## src/hw/rtl/kse_pkg.sv

```systemverilog
// Shared types, key codes and segment fonts for the keypad entry block.
package kse_pkg;

  typedef logic [3:0] key_t;

  // Key codes
  localparam key_t KEY_ZERO = 4'd0;
  localparam key_t KEY_NINE = 4'd9;
  localparam key_t KEY_DASH = 4'd10;
  localparam key_t KEY_DOT  = 4'd11;
  localparam key_t KEY_NONE = 4'd12;

  // Active-low segment patterns, dot in bit 7
  localparam logic [7:0] SEG_DARK   = 8'hFF;
  localparam logic [7:0] SEG_DASH   = 8'hBF;
  localparam logic [7:0] SEG_DOT    = 8'h7F;
  localparam logic [7:0] SEG_LOW_H  = 8'h8B;
  localparam logic [7:0] SEG_SECOND = 8'h9B;

  // LED level sets, bit 0 is the first LED
  localparam logic [2:0] LED_ALL_OFF = 3'b111;
  localparam logic [2:0] LED_SYMBOL  = 3'b100;
  localparam logic [2:0] LED_LETTER  = 3'b011;

  // Entry modes
  localparam logic MODE_DIGIT  = 1'b0;
  localparam logic MODE_LETTER = 1'b1;

  // Queue between front and back
  localparam int QUEUE_DEPTH = 2;

  typedef struct packed {
    logic button;
    key_t key;
  } item_t;

  function automatic logic [7:0] digit_font(input key_t k);
    logic [7:0] p;
    p = SEG_DARK;
    unique case (k)
      4'd0: p = 8'hC0;
      4'd1: p = 8'hF9;
      4'd2: p = 8'hA4;
      4'd3: p = 8'hB0;
      4'd4: p = 8'h99;
      4'd5: p = 8'h92;
      4'd6: p = 8'h82;
      4'd7: p = 8'hF8;
      4'd8: p = 8'h80;
      4'd9: p = 8'h90;
      default: p = SEG_DARK;
    endcase
    return p;
  endfunction

  // Letters A..F on keys 1..6
  function automatic logic [7:0] letter_font(input key_t k);
    logic [7:0] p;
    p = SEG_DARK;
    unique case (k)
      4'd1: p = 8'h88;
      4'd2: p = 8'h83;
      4'd3: p = 8'hC6;
      4'd4: p = 8'hA1;
      4'd5: p = 8'h86;
      4'd6: p = 8'h8E;
      default: p = SEG_DARK;
    endcase
    return p;
  endfunction

endpackage

```

## src/hw/rtl/kse_front.sv

```systemverilog
// Front end: accepts scan ticks and decodes the keypad snapshot into a key code.
module kse_front import kse_pkg::*; (
  input  logic        in_valid,
  output logic        in_ready,
  input  logic        button_level,
  input  logic [11:0] key_matrix,
  input  logic        q_full,
  output logic        q_push,
  output item_t       q_item
);

  key_t key;

  // Last closed switch in scan order wins, i.e. the highest set bit.
  always_comb begin
    key = KEY_NONE;
    for (int b = 0; b < 12; b++) begin
      if (key_matrix[b]) begin
        if ((b % 4) < 3) begin
          key = 4'(((b % 4) * 3) + (b / 4) + 1);
        end else if ((b / 4) == 0) begin
          key = KEY_DASH;
        end else if ((b / 4) == 1) begin
          key = KEY_ZERO;
        end else begin
          key = KEY_DOT;
        end
      end
    end
  end

  assign in_ready      = !q_full;
  assign q_push        = in_valid && !q_full;
  assign q_item.button = button_level;
  assign q_item.key    = key;

endmodule

```

## src/hw/rtl/kse_queue.sv

```systemverilog
// Short FIFO that decouples the decode front from the state back end.
module kse_queue import kse_pkg::*; (
  input  logic  clk,
  input  logic  rst,
  input  logic  push,
  input  item_t push_item,
  input  logic  pop,
  output item_t pop_item,
  output logic  full,
  output logic  empty
);

  localparam int PtrW = (QUEUE_DEPTH > 1) ? $clog2(QUEUE_DEPTH) : 1;
  localparam int CntW = $clog2(QUEUE_DEPTH + 1);

  item_t           mem [QUEUE_DEPTH];
  logic [PtrW-1:0] wr_ptr;
  logic [PtrW-1:0] rd_ptr;
  logic [CntW-1:0] count;

  assign full     = (count == CntW'(QUEUE_DEPTH));
  assign empty    = (count == '0);
  assign pop_item = mem[rd_ptr];

  always_ff @(posedge clk) begin
    if (push) begin
      mem[wr_ptr] <= push_item;
    end
  end

  always_ff @(posedge clk) begin
    if (rst) begin
      wr_ptr <= '0;
      rd_ptr <= '0;
      count  <= '0;
    end else begin
      if (push) begin
        wr_ptr <= (wr_ptr == PtrW'(QUEUE_DEPTH - 1)) ? '0 : wr_ptr + 1'b1;
      end
      if (pop) begin
        rd_ptr <= (rd_ptr == PtrW'(QUEUE_DEPTH - 1)) ? '0 : rd_ptr + 1'b1;
      end
      if (push && !pop) begin
        count <= count + 1'b1;
      end else if (pop && !push) begin
        count <= count - 1'b1;
      end
    end
  end

endmodule

```

## src/hw/rtl/kse_back.sv

```systemverilog
// Back end: press tracking, mode and cursor state, display and LED result register.
module kse_back import kse_pkg::*; #(
  parameter int DIGIT_COUNT = 8
) (
  input  logic       clk,
  input  logic       rst,
  input  logic [7:0] long_press_ticks,
  input  logic       q_empty,
  input  item_t      q_item,
  output logic       q_pop,
  output logic       out_valid,
  input  logic       out_ready,
  output logic       display_write,
  output logic [7:0] digit_select,
  output logic [7:0] segment_pattern,
  output logic [3:0] pressed_key,
  output logic       entry_mode,
  output logic [2:0] cursor,
  output logic [2:0] led_levels
);

  localparam logic [2:0] LastDigit = 3'(DIGIT_COUNT - 1);

  logic [2:0] cursor_pos,      cursor_pos_next;
  logic       mode_flag,       mode_flag_next;
  key_t       previous_key,    previous_key_next;
  logic       previous_button;
  logic [7:0] hold_count,      hold_count_next;
  logic       long_fired,      long_fired_next;
  logic [2:0] led_state,       led_state_next;
  logic       wr;
  logic [7:0] pattern;
  logic [7:0] hold_inc;
  key_t       key;

  assign q_pop = !q_empty && (!out_valid || out_ready);
  assign key   = q_item.key;
  assign hold_inc = (hold_count == 8'hFF) ? hold_count : hold_count + 8'd1;

  always_comb begin
    cursor_pos_next   = cursor_pos;
    mode_flag_next    = mode_flag;
    hold_count_next   = hold_count;
    long_fired_next   = long_fired;
    led_state_next    = led_state;
    previous_key_next = previous_key;
    wr                = 1'b0;
    pattern           = SEG_DARK;

    // Button: long press toggles mode once, short press advances cursor
    if (!q_item.button) begin
      hold_count_next = hold_inc;
      if (hold_inc >= long_press_ticks && !long_fired) begin
        long_fired_next = 1'b1;
        mode_flag_next  = ~mode_flag;
        cursor_pos_next = '0;
        led_state_next  = LED_ALL_OFF;
      end
    end else begin
      if (hold_count != '0 && hold_count < long_press_ticks && !previous_button) begin
        cursor_pos_next = (cursor_pos >= LastDigit) ? '0 : cursor_pos + 3'd1;
      end
      hold_count_next = '0;
      long_fired_next = 1'b0;
    end

    // Key change drives a digit in the freshly updated mode; a change to no key turns the LEDs off
    if (key != previous_key) begin
      previous_key_next = key;
      if (key == KEY_NONE) begin
        led_state_next = LED_ALL_OFF;
      end else if (mode_flag_next == MODE_DIGIT) begin
        wr = 1'b1;
        if (key <= KEY_NINE) begin
          pattern        = digit_font(key);
          led_state_next = {1'b1, key == KEY_ZERO, key != KEY_ZERO};
        end else begin
          pattern        = (key == KEY_DASH) ? SEG_DASH : SEG_DOT;
          led_state_next = LED_SYMBOL;
        end
      end else begin
        if (key >= 4'd1 && key <= 4'd6) begin
          wr      = 1'b1;
          pattern = letter_font(key);
        end else if (key == 4'd7) begin
          wr      = 1'b1;
          pattern = SEG_LOW_H;
        end else if (key == 4'd8) begin
          wr      = 1'b1;
          pattern = SEG_SECOND;
        end
        if (wr) begin
          led_state_next = LED_LETTER;
        end
      end
    end
  end

  always_ff @(posedge clk) begin
    if (rst) begin
      cursor_pos      <= '0;
      mode_flag       <= MODE_DIGIT;
      previous_key    <= KEY_NONE;
      previous_button <= 1'b1;
      hold_count      <= '0;
      long_fired      <= 1'b0;
      led_state       <= LED_ALL_OFF;
      out_valid       <= 1'b0;
    end else begin
      if (q_pop) begin
        cursor_pos      <= cursor_pos_next;
        mode_flag       <= mode_flag_next;
        previous_key    <= previous_key_next;
        previous_button <= q_item.button;
        hold_count      <= hold_count_next;
        long_fired      <= long_fired_next;
        led_state       <= led_state_next;
        out_valid       <= 1'b1;
      end else if (out_ready) begin
        out_valid       <= 1'b0;
      end
    end
  end

  always_ff @(posedge clk) begin
    if (q_pop) begin
      display_write   <= wr;
      digit_select    <= wr ? ~(8'd1 << cursor_pos_next) : SEG_DARK;
      segment_pattern <= wr ? pattern : SEG_DARK;
      pressed_key     <= key;
      entry_mode      <= mode_flag_next;
      cursor          <= cursor_pos_next;
      led_levels      <= led_state_next;
    end
  end

endmodule

```

## src/hw/rtl/keypad_to_seven_segment_entry.sv

```systemverilog
// Top level of the keypad to seven-segment entry block.
//
// Usage:
//   Input channel (in_valid/in_ready): one transaction per scan tick, carrying
//   button_level (0 = pressed) and the 12-bit key_matrix snapshot.
//   Output channel (out_valid/out_ready): exactly one result transaction per
//   input transaction, in order: display write strobe, active-low digit
//   select and segment pattern, decoded key, mode, cursor and LED levels.
//   Config channel (cfg_valid/cfg_ready/cfg_data): writes long_press_ticks;
//   always ready, write it only while the block is idle.
// Timing:
//   An accepted tick is written into the queue; the back end pops it when
//   out_valid is low or out_ready is high, and registers its result, which
//   is valid from then on. One tick per cycle is sustained while out_ready
//   stays high; the rate is set by the back end's state update.
// Reset (rst, synchronous): clears the queue and out_valid, sets
//   digit mode, cursor 0, no key, button released, LEDs off, threshold 40.
// Stalls: when out_ready is low the result holds; the back end stops and the
//   two-entry queue fills, after which in_ready drops.
module keypad_to_seven_segment_entry import kse_pkg::*; #(
  parameter int DIGIT_COUNT = 8
) (
  input  logic        clk,
  input  logic        rst,
  input  logic        in_valid,
  output logic        in_ready,
  input  logic        button_level,
  input  logic [11:0] key_matrix,
  output logic        out_valid,
  input  logic        out_ready,
  output logic        display_write,
  output logic [7:0]  digit_select,
  output logic [7:0]  segment_pattern,
  output logic [3:0]  pressed_key,
  output logic        entry_mode,
  output logic [2:0]  cursor,
  output logic [2:0]  led_levels,
  input  logic        cfg_valid,
  output logic        cfg_ready,
  input  logic [7:0]  cfg_data
);

  logic [7:0] long_press_ticks;
  logic       q_full;
  logic       q_empty;
  logic       q_push;
  logic       q_pop;
  item_t      push_item;
  item_t      pop_item;

  // Hold the threshold register; take every config transaction at once
  assign cfg_ready = 1'b1;

  always_ff @(posedge clk) begin
    if (rst) begin
      long_press_ticks <= 8'd40;
    end else if (cfg_valid) begin
      long_press_ticks <= cfg_data;
    end
  end

  // Decode the keypad snapshot on the way in
  kse_front u_front (
    .in_valid     (in_valid),
    .in_ready     (in_ready),
    .button_level (button_level),
    .key_matrix   (key_matrix),
    .q_full       (q_full),
    .q_push       (q_push),
    .q_item       (push_item)
  );

  // Buffer decoded ticks so each side can stall on its own
  kse_queue u_queue (
    .clk       (clk),
    .rst       (rst),
    .push      (q_push),
    .push_item (push_item),
    .pop       (q_pop),
    .pop_item  (pop_item),
    .full      (q_full),
    .empty     (q_empty)
  );

  // Advance press, mode and cursor state and register the result
  kse_back #(
    .DIGIT_COUNT (DIGIT_COUNT)
  ) u_back (
    .clk              (clk),
    .rst              (rst),
    .long_press_ticks (long_press_ticks),
    .q_empty          (q_empty),
    .q_item           (pop_item),
    .q_pop            (q_pop),
    .out_valid        (out_valid),
    .out_ready        (out_ready),
    .display_write    (display_write),
    .digit_select     (digit_select),
    .segment_pattern  (segment_pattern),
    .pressed_key      (pressed_key),
    .entry_mode       (entry_mode),
    .cursor           (cursor),
    .led_levels       (led_levels)
  );

endmodule
```

## config.mk

```make
export PLATFORM = sky130hd
export DESIGN_NAME = keypad_to_seven_segment_entry
export DESIGN_NICKNAME = d
export VERILOG_FILES = /design/src/hw/rtl/kse_pkg.sv /design/src/hw/rtl/kse_front.sv /design/src/hw/rtl/kse_queue.sv /design/src/hw/rtl/kse_back.sv /design/src/hw/rtl/keypad_to_seven_segment_entry.sv
export SDC_FILE = /design/constraint.sdc
export NUM_CORES = 1
export LEC_CHECK = 0
export ABC_CLOCK_PERIOD_IN_PS = 11200
export BUFFER_PORTS_ARGS = -buffer_cell sky130_fd_sc_hd__clkbuf_2
export CELL_PAD_IN_SITES_DETAIL_PLACEMENT = 0
export CELL_PAD_IN_SITES_GLOBAL_PLACEMENT = 1
export CORE_ASPECT_RATIO = 1.75
export CORE_MARGIN = 5
export CORE_UTILIZATION = 40
export CTS_CLUSTER_SIZE = 16
export DETAILED_ROUTE_END_ITERATION = 10
export PLACE_DENSITY = 0.74
export SETUP_SLACK_MARGIN = 0.3
export SLEW_MARGIN = 20
export SYNTH_ARGS = -nofsm -noshare
export SYNTH_HDL_FRONTEND = slang
export SYNTH_SLANG_ARGS = --single-unit
```

## constraint.sdc

```tcl
create_clock -name clk -period 11.2 [get_ports clk]
set_input_delay 1.12 -clock clk [delete_from_list [all_inputs] [get_ports clk]]
set_output_delay 1.12 -clock clk [all_outputs]
set_load 0.01 [all_outputs]
```

# Word level (Yosys, flattened, before mapping)
# Memory sizes are Yosys's and may differ from the RTL's. A register that Yosys moved wholly into a read port is not among the register bits.
# Cells that the tools add are included.
# totals
out_inout_bits	31
word_cells	132
mem_bits_ro	112
ff_bits	62
ramBits	10
mem_count	2
# mem_list
name	depth	width	rd	rd_clocked_by_memory_dff	wr	line_no	source
(name not given)	16	7	1	0	0	kse_pkg.sv:40	unique case (k)
u_queue.mem	2	5	1	1	1	kse_queue.sv:16	item_t mem [QUEUE_DEPTH];
# classes
add_sub_neg	6
n_mux	55
bitwise	4
reduce_logical	26
n_shift	1
n_lt_le_gt_ge	6
n_eq_ne	13
# ops
operator	n
$mux W8	7
$mux W4	12
$pmux W7 S6	1
$mux W3	10
$mux W1	21
$eq A4 B3 Y1 const B	4
$eq A4 B4 Y1 const B	3
$add A8 B1 Y8 const B	1
$eq A4 B2 Y1 const B	2
$eq A8 B8 Y1 const B	1
$ge A8 B8 Y1	1
$logic_and A1 B1 Y1	8
$lt A8 B8 Y1	1
$not A8 Y8	1
$reduce_bool A8 Y1	1
$shl A1 B3 Y8 const A	1
$logic_not A1 Y1	7
$mux W7	1
$mux W2	3
$reduce_bool A2 Y1	3
$eq A4 B1 Y1 const B	1
$ge A4 B1 Y1 const B	1
$le A4 B3 Y1 const B	1
$le A4 B4 Y1 const B	1
14 further kinds	18

# Depth between registers and ports, before layout
# logic_depth
word_depth	14
ltp_mapped	14

# By module
# Synthesis repeated with hierarchy kept, for this count alone.
# unflattened
cells_unflattened	437
hier_area_um2	4320.4
# modules_own_cells
mod	area_per_inst_um2	n_inst	cells_each
kse_back	3309.4	1	346
kse_queue	564.3	1	37
keypad_to_seven_segment_entry	304.0	1	28
kse_front	142.6	1	26

# Worst setup path before layout
# No wires, ideal clock.
# synth_timing
path_kind	reg-to-reg
startpoint	reg u_back.hold_count[3]
endpoint	reg u_back.digit_select[0] (data pin)
t_arrival_ps	3309
path_slack_ps	7609
required_time_ps	10918
path_stages_with_launch	12
setup_time_ps	282
path_cell_list	dfxtp_1 -> clkbuf_1 -> nand4_1 -> nor3_1 -> mux2_2 -> ha_1 -> a2111o_1 -> a211oi_1 -> nor2_1 -> a21oi_2 -> buf_2 -> nand3_1
# synth_via
elab_chain_cells	9
word_cells_on_any_way	19
cone_classes	1 x add/sub; 2 x order compare; 1 x eq/ne; 1 x shift; 9 x mux; 1 x bitwise; 4 x reduce/logical
# synth_lines
element	line_no	source
start, declared	kse_back.sv:28	logic [7:0] hold_count, hold_count_next;
start signal, assigned	kse_back.sv:115	hold_count <= hold_count_next;
$add A8 B1 Y8 / $eq A8 B8 Y1 (equally long branches)	kse_back.sv:38	assign hold_inc = (hold_count == 8'hFF) ? hold_count : hold_count + 8'd1;
$mux W8 *	kse_back.sv:38	
$ge A8 B8 Y1 *	kse_back.sv:53	if (hold_inc >= long_press_ticks && !long_fired) begin
$logic_and A1 B1 Y1 *	kse_back.sv:53	
$mux W1 *	kse_back.sv:53	
$mux W1 *	kse_back.sv:51	if (!q_item.button) begin
$mux W1 *	kse_back.sv:72	end else if (mode_flag_next == MODE_DIGIT) begin
$mux W1 *	kse_back.sv:70	if (key == KEY_NONE) begin
$mux W1 *	kse_back.sv:68	if (key != previous_key) begin
via u_back.wr	kse_back.sv:31	logic wr;
end signal, assigned	kse_back.sv:128	digit_select <= wr ? ~(8'd1 << cursor_pos_next) : SEG_DARK;
end, declared	kse_back.sv:14	output logic [7:0] digit_select,
# The timed path passes the listed nets; every way through them passes the cells marked *.
# A chain may end at the register's enable or synchronous reset.

# Worst setup path in the final report
# layout_timing
startpoint	reg u_back.hold_count[1]
endpoint	reg u_back.segment_pattern[4] (data pin)
# layout_via
elab_chain_cells	11
word_cells_on_any_way	13
cone_classes	1 x add/sub; 1 x order compare; 1 x eq/ne; 7 x mux; 1 x bitwise; 2 x reduce/logical
# layout_lines
element	line_no	source
$add A8 B1 Y8 / $eq A8 B8 Y1 (equally long branches)	kse_back.sv:38	
$mux W8 *	kse_back.sv:38	
$ge A8 B8 Y1 *	kse_back.sv:53	
$logic_and A1 B1 Y1 *	kse_back.sv:53	
$mux W1 *	kse_back.sv:53	
$mux W1 *	kse_back.sv:51	
$mux W1	kse_back.sv:72	
$mux W1	kse_back.sv:70	
$mux W1	kse_back.sv:68	
$not A1 Y1 (no line)	-	
$reduce_or A3 Y1 (no line)	-	
end signal, assigned	kse_back.sv:129	segment_pattern <= wr ? pattern : SEG_DARK;
end, declared	kse_back.sv:15	output logic [7:0] segment_pattern,
# Every way passes the cells marked *; elsewhere a longest branch is shown, timed or not.

==> impl_metrics.sql <==
INSERT INTO impl_metrics (metric_group, metric, value, unit) VALUES
('setup_path', 'worst-path-buf-inv', '0', ''),
('power', 'power.ir.vdd_worst', '0.166', 'mV'),
('outcome', 'outcome', 'finished clean', ''),
('synthesis', 'yosys.area.top_type_share', '0.273', ''),
('synthesis', 'synth_seq_area_share', '0.441', ''),
('clock_tree', 'ctsLongestPathBuffers', '2', ''),
('routing', 'total_iterations_of_the_first_detailed_routing_run', '4', ''),
('synthesis', 'postSynthRegisterBits', '73', ''),
('synthesis', 'netlist_instances', '444', ''),
('power', 'cell_internal_pwr', '0.000752', 'W'),
('synthesis', 'synth-main-ff-cell', 'sky130_fd_sc_hd__edfxtp_1', ''),
('placement', 'preCtsSetupSlack', '6.97', 'ns'),
('power', 'p_seq_frac', '0.352', ''),
('grt', 'grt_pass1_vias', '3394', ''),
('setup_path', 'cp_slowest_stage_delay', '0.64', 'ns'),
('placement', 'routabilityCongestion', '0.923', ''),
('setup_path', 'worstSetupPathType', 'reg -> reg', ''),
('floorplan', 'initial_core_util', '0.408', ''),
('timing', 'max_slew.worst_pin.slew', '0.798', 'ns'),
('routing', 'initialDrtViolationCount', '214', ''),
('timing', 'share_of_the_cycle_needed_by_the_critical_path_after_routing', '0.380', ''),
('floorplan', 'die_h', '145', 'um'),
('cells_and_area', 'num-nets-final', '551', ''),
('cells_and_area', 'layout.cells.most_common_list', 'sky130_fd_sc_hd__nor2_1, sky130_fd_sc_hd__clkbuf_2, sky130_fd_sc_hd__edfxtp_1, sky130_fd_sc_hd__dfxtp_1, sky130_fd_sc_hd__nand2_1', ''),
('setup_path', 'r2r_slack', '6.95', 'ns'),
('grt', 'grt_overflow_total', '0', ''),
('floorplan', 'area_enclosed_by_the_die_boundary', '0.0127', 'mm2'),
('floorplan', 'core_region_area', '0.0102', 'mm2'),
('routing', 'drt-total-wl', '10300', 'um'),
('clock_tree', 'cts-hold-fix-buffers', '0', ''),
('clock_tree', 'htree_num_levels', '3', ''),
('clock_tree', 'cts_tree', 'built', ''),
('cells_and_area', 'area.growth.synth_to_final', '17.2', '%'),
('timing', 'timing.hold.ws', '0.492', 'ns'),
('timing', 'final_max_slew_viol_count', '0', ''),
('routing', 'drt-wirelength-per-cell', '16.3', 'um'),
('timing', 'setup_violators_final', '0', ''),
('clock_tree', 'cts_setup_buffers', '0', ''),
('setup_path', 'start_kind', 'flop', ''),
('setup_path', 'cpMostUsedCell', 'sky130_fd_sc_hd__ha_1', ''),
('synthesis', 'postSynth.asyncResetShare', '0', ''),
('timing', 'max_freq', '235', 'MHz'),
('synthesis', 'synth_fp_nets', '496', ''),
('setup_path', 'cp-end-kind', 'flop', ''),
('power', 'p_switching', '0.000458', 'W'),
('synthesis', 'synth_enable_flop_cells', '38', ''),
('grt', 'grt_use_total', '0.164', ''),
('timing', 'max_slew_headroom', '0.464', ''),
('min_path', 'hold_path_class', 'reg -> reg', ''),
('synthesis', 'netlist_top_cells_area', 'sky130_fd_sc_hd__edfxtp_1, sky130_fd_sc_hd__dfxtp_1, sky130_fd_sc_hd__ha_1', ''),
('routing', 'dr_total_vias', '3506', ''),
('clock_tree', 'cts_num_sinks', '73', ''),
('timing', 'timing.final.ws_setup', '6.95', 'ns'),
('routing', 'post-route-drc-count', '0', ''),
('setup_path', 'critical_path.top_delay_family', 'compound AO/OA/AOI/OAI gates', ''),
('placement', 'detailedPlacementHpwl', '7810', 'um'),
('timing', 'period_needed', '4.25', 'ns'),
('setup_path', 'worst-endpoint-arrival', '4.30', 'ns'),
('timing', 'rsz0062_at_grt', 'false', ''),
('cells_and_area', 'layout-drive-gt1-share', '0.175', ''),
('synthesis', 'ys_warn_count', '0', ''),
('floorplan', 'floorplan.io_pins', '57', ''),
('cells_and_area', 'layout.core_utilization', '0.478', ''),
('clock_tree', 'clockRootBuffer', 'sky130_fd_sc_hd__clkbuf_16', ''),
('power', 'sw_frac_of_total', '0.379', ''),
('power', 'power.share.clock', '0.262', ''),
('synthesis', 'synthDistinctLibCells', '65', ''),
('timing', 'total_negative_setup_slack', '0', 'ns'),
('routing', 'avgViaCountPerCell', '5.56', ''),
('routing', 'final_antenna_net_count', '0', ''),
('cells_and_area', 'n_antenna_cell', '0', '');
cell usage after synthesis, types with 5 or more instances:
cell,count
sky130_fd_sc_hd__nand2_1,32
sky130_fd_sc_hd__a211oi_1,12
sky130_fd_sc_hd__nand4_1,9
sky130_fd_sc_hd__a22oi_1,6
sky130_fd_sc_hd__nand2b_1,6
sky130_fd_sc_hd__o21a_1,7
sky130_fd_sc_hd__xor2_1,5
sky130_fd_sc_hd__dfxtp_1,35
sky130_fd_sc_hd__xnor2_1,8
sky130_fd_sc_hd__nand3_1,19
sky130_fd_sc_hd__a21oi_1,21
sky130_fd_sc_hd__mux2i_1,9
sky130_fd_sc_hd__clkbuf_1,10
sky130_fd_sc_hd__o211ai_1,6
sky130_fd_sc_hd__o21ai_0,16
sky130_fd_sc_hd__o21ai_1,6
sky130_fd_sc_hd__nor3_1,20
sky130_fd_sc_hd__nor4_1,5
sky130_fd_sc_hd__inv_1,24
sky130_fd_sc_hd__ha_1,26
sky130_fd_sc_hd__nor2_1,59
sky130_fd_sc_hd__edfxtp_1,38
sequential cells by signal (all words and copies together), names as in the netlist, 4 cells and up, named ones only:
name                    flops
long_press_ticks            8
u_back.digit_select         8
u_back.hold_count           8
u_back.pressed_key          4
u_back.previous_key         4
u_back.segment_pattern      8
u_queue.mem                10
worst register-to-register path: stages (launching register included):
cell	delay (ns)
sky130_fd_sc_hd__dfxtp_1	0.43
sky130_fd_sc_hd__ha_1	0.23
sky130_fd_sc_hd__nand2_1	0.12
sky130_fd_sc_hd__nor3_1	0.64
sky130_fd_sc_hd__mux2_2	0.43
sky130_fd_sc_hd__ha_1	0.29
sky130_fd_sc_hd__a2111o_1	0.41
sky130_fd_sc_hd__a211oi_1	0.44
sky130_fd_sc_hd__nor2_1	0.22
sky130_fd_sc_hd__a21oi_2	0.59
sky130_fd_sc_hd__o211ai_1	0.17
logic make-up (layout without fill, tap and decap cells):
group / after synthesis / after routing / synth area share
simple gates: 169 / 169 / 0.193
compound gates: 106 / 106 / 0.174
flops: 73 / 73 / 0.441
buf+inv: 41 / 101 / 0.0402
fa+ha+maj: 26 / 26 / 0.0780
mux: 15 / 15 / 0.0459
xor+xnor: 13 / 13 / 0.0273
other cells: 1 / 1 / 0.000899
metrics by stage:
stage / area [um2] / instances
after CTS: 4890 / 631
after floorplan: 4170 / 444
after global routing: 4890 / 631
after global placement: 4560 / 615
after detailed placement: 4560 / 615
final: 4890 / 631
path summary, 6_finish.rpt:
path | from | end | cells past startpoint
hold / removal | long_press_ticks[7] | long_press_ticks[7] | 2
hold reg to reg | long_press_ticks[7] | long_press_ticks[7] | 2
setup reg to reg | u_back.hold_count[1] | u_back.segment_pattern[4] | 10
setup / recovery | u_back.hold_count[1] | u_back.segment_pattern[4] | 10
power by group through the flow:
stage	combinational (W)	clock, W	sequential, W
2_1_floorplan	0.000322	0	0.000441
3_3_place_gp	0.000459	0	0.000428
3_5_place_dp	0.000468	0	0.000433
4_1_cts	0.000471	0.000323	0.000427
5_1_grt	0.000515	0.000334	0.000434
6_report	0.000467	0.000317	0.000426
area by class of cell:
cell class	instances	area, um2
clock buffer	9	225
inverter	27	101
timing repair buffer	58	298
multi-input combinational	330	2160
tap	127	159
fill	961	5350
sequential	73	1840
clock inverter	7	101
routing by layer:
| metal | track usage | wire length, um | vias to the layer above |
|---|---|---|---|
| met5 | 0 | 0 | - |
| met4 | 0.101 | 553 | 0 |
| met3 | 0.0312 | 415 | 30 |
| met2 | 0.299 | 5540 | 89 |
| met1 | 0.164 | 3760 | 1624 |
| li1 | - | - | 1763 |
Power figures use the tool's default switching activity.
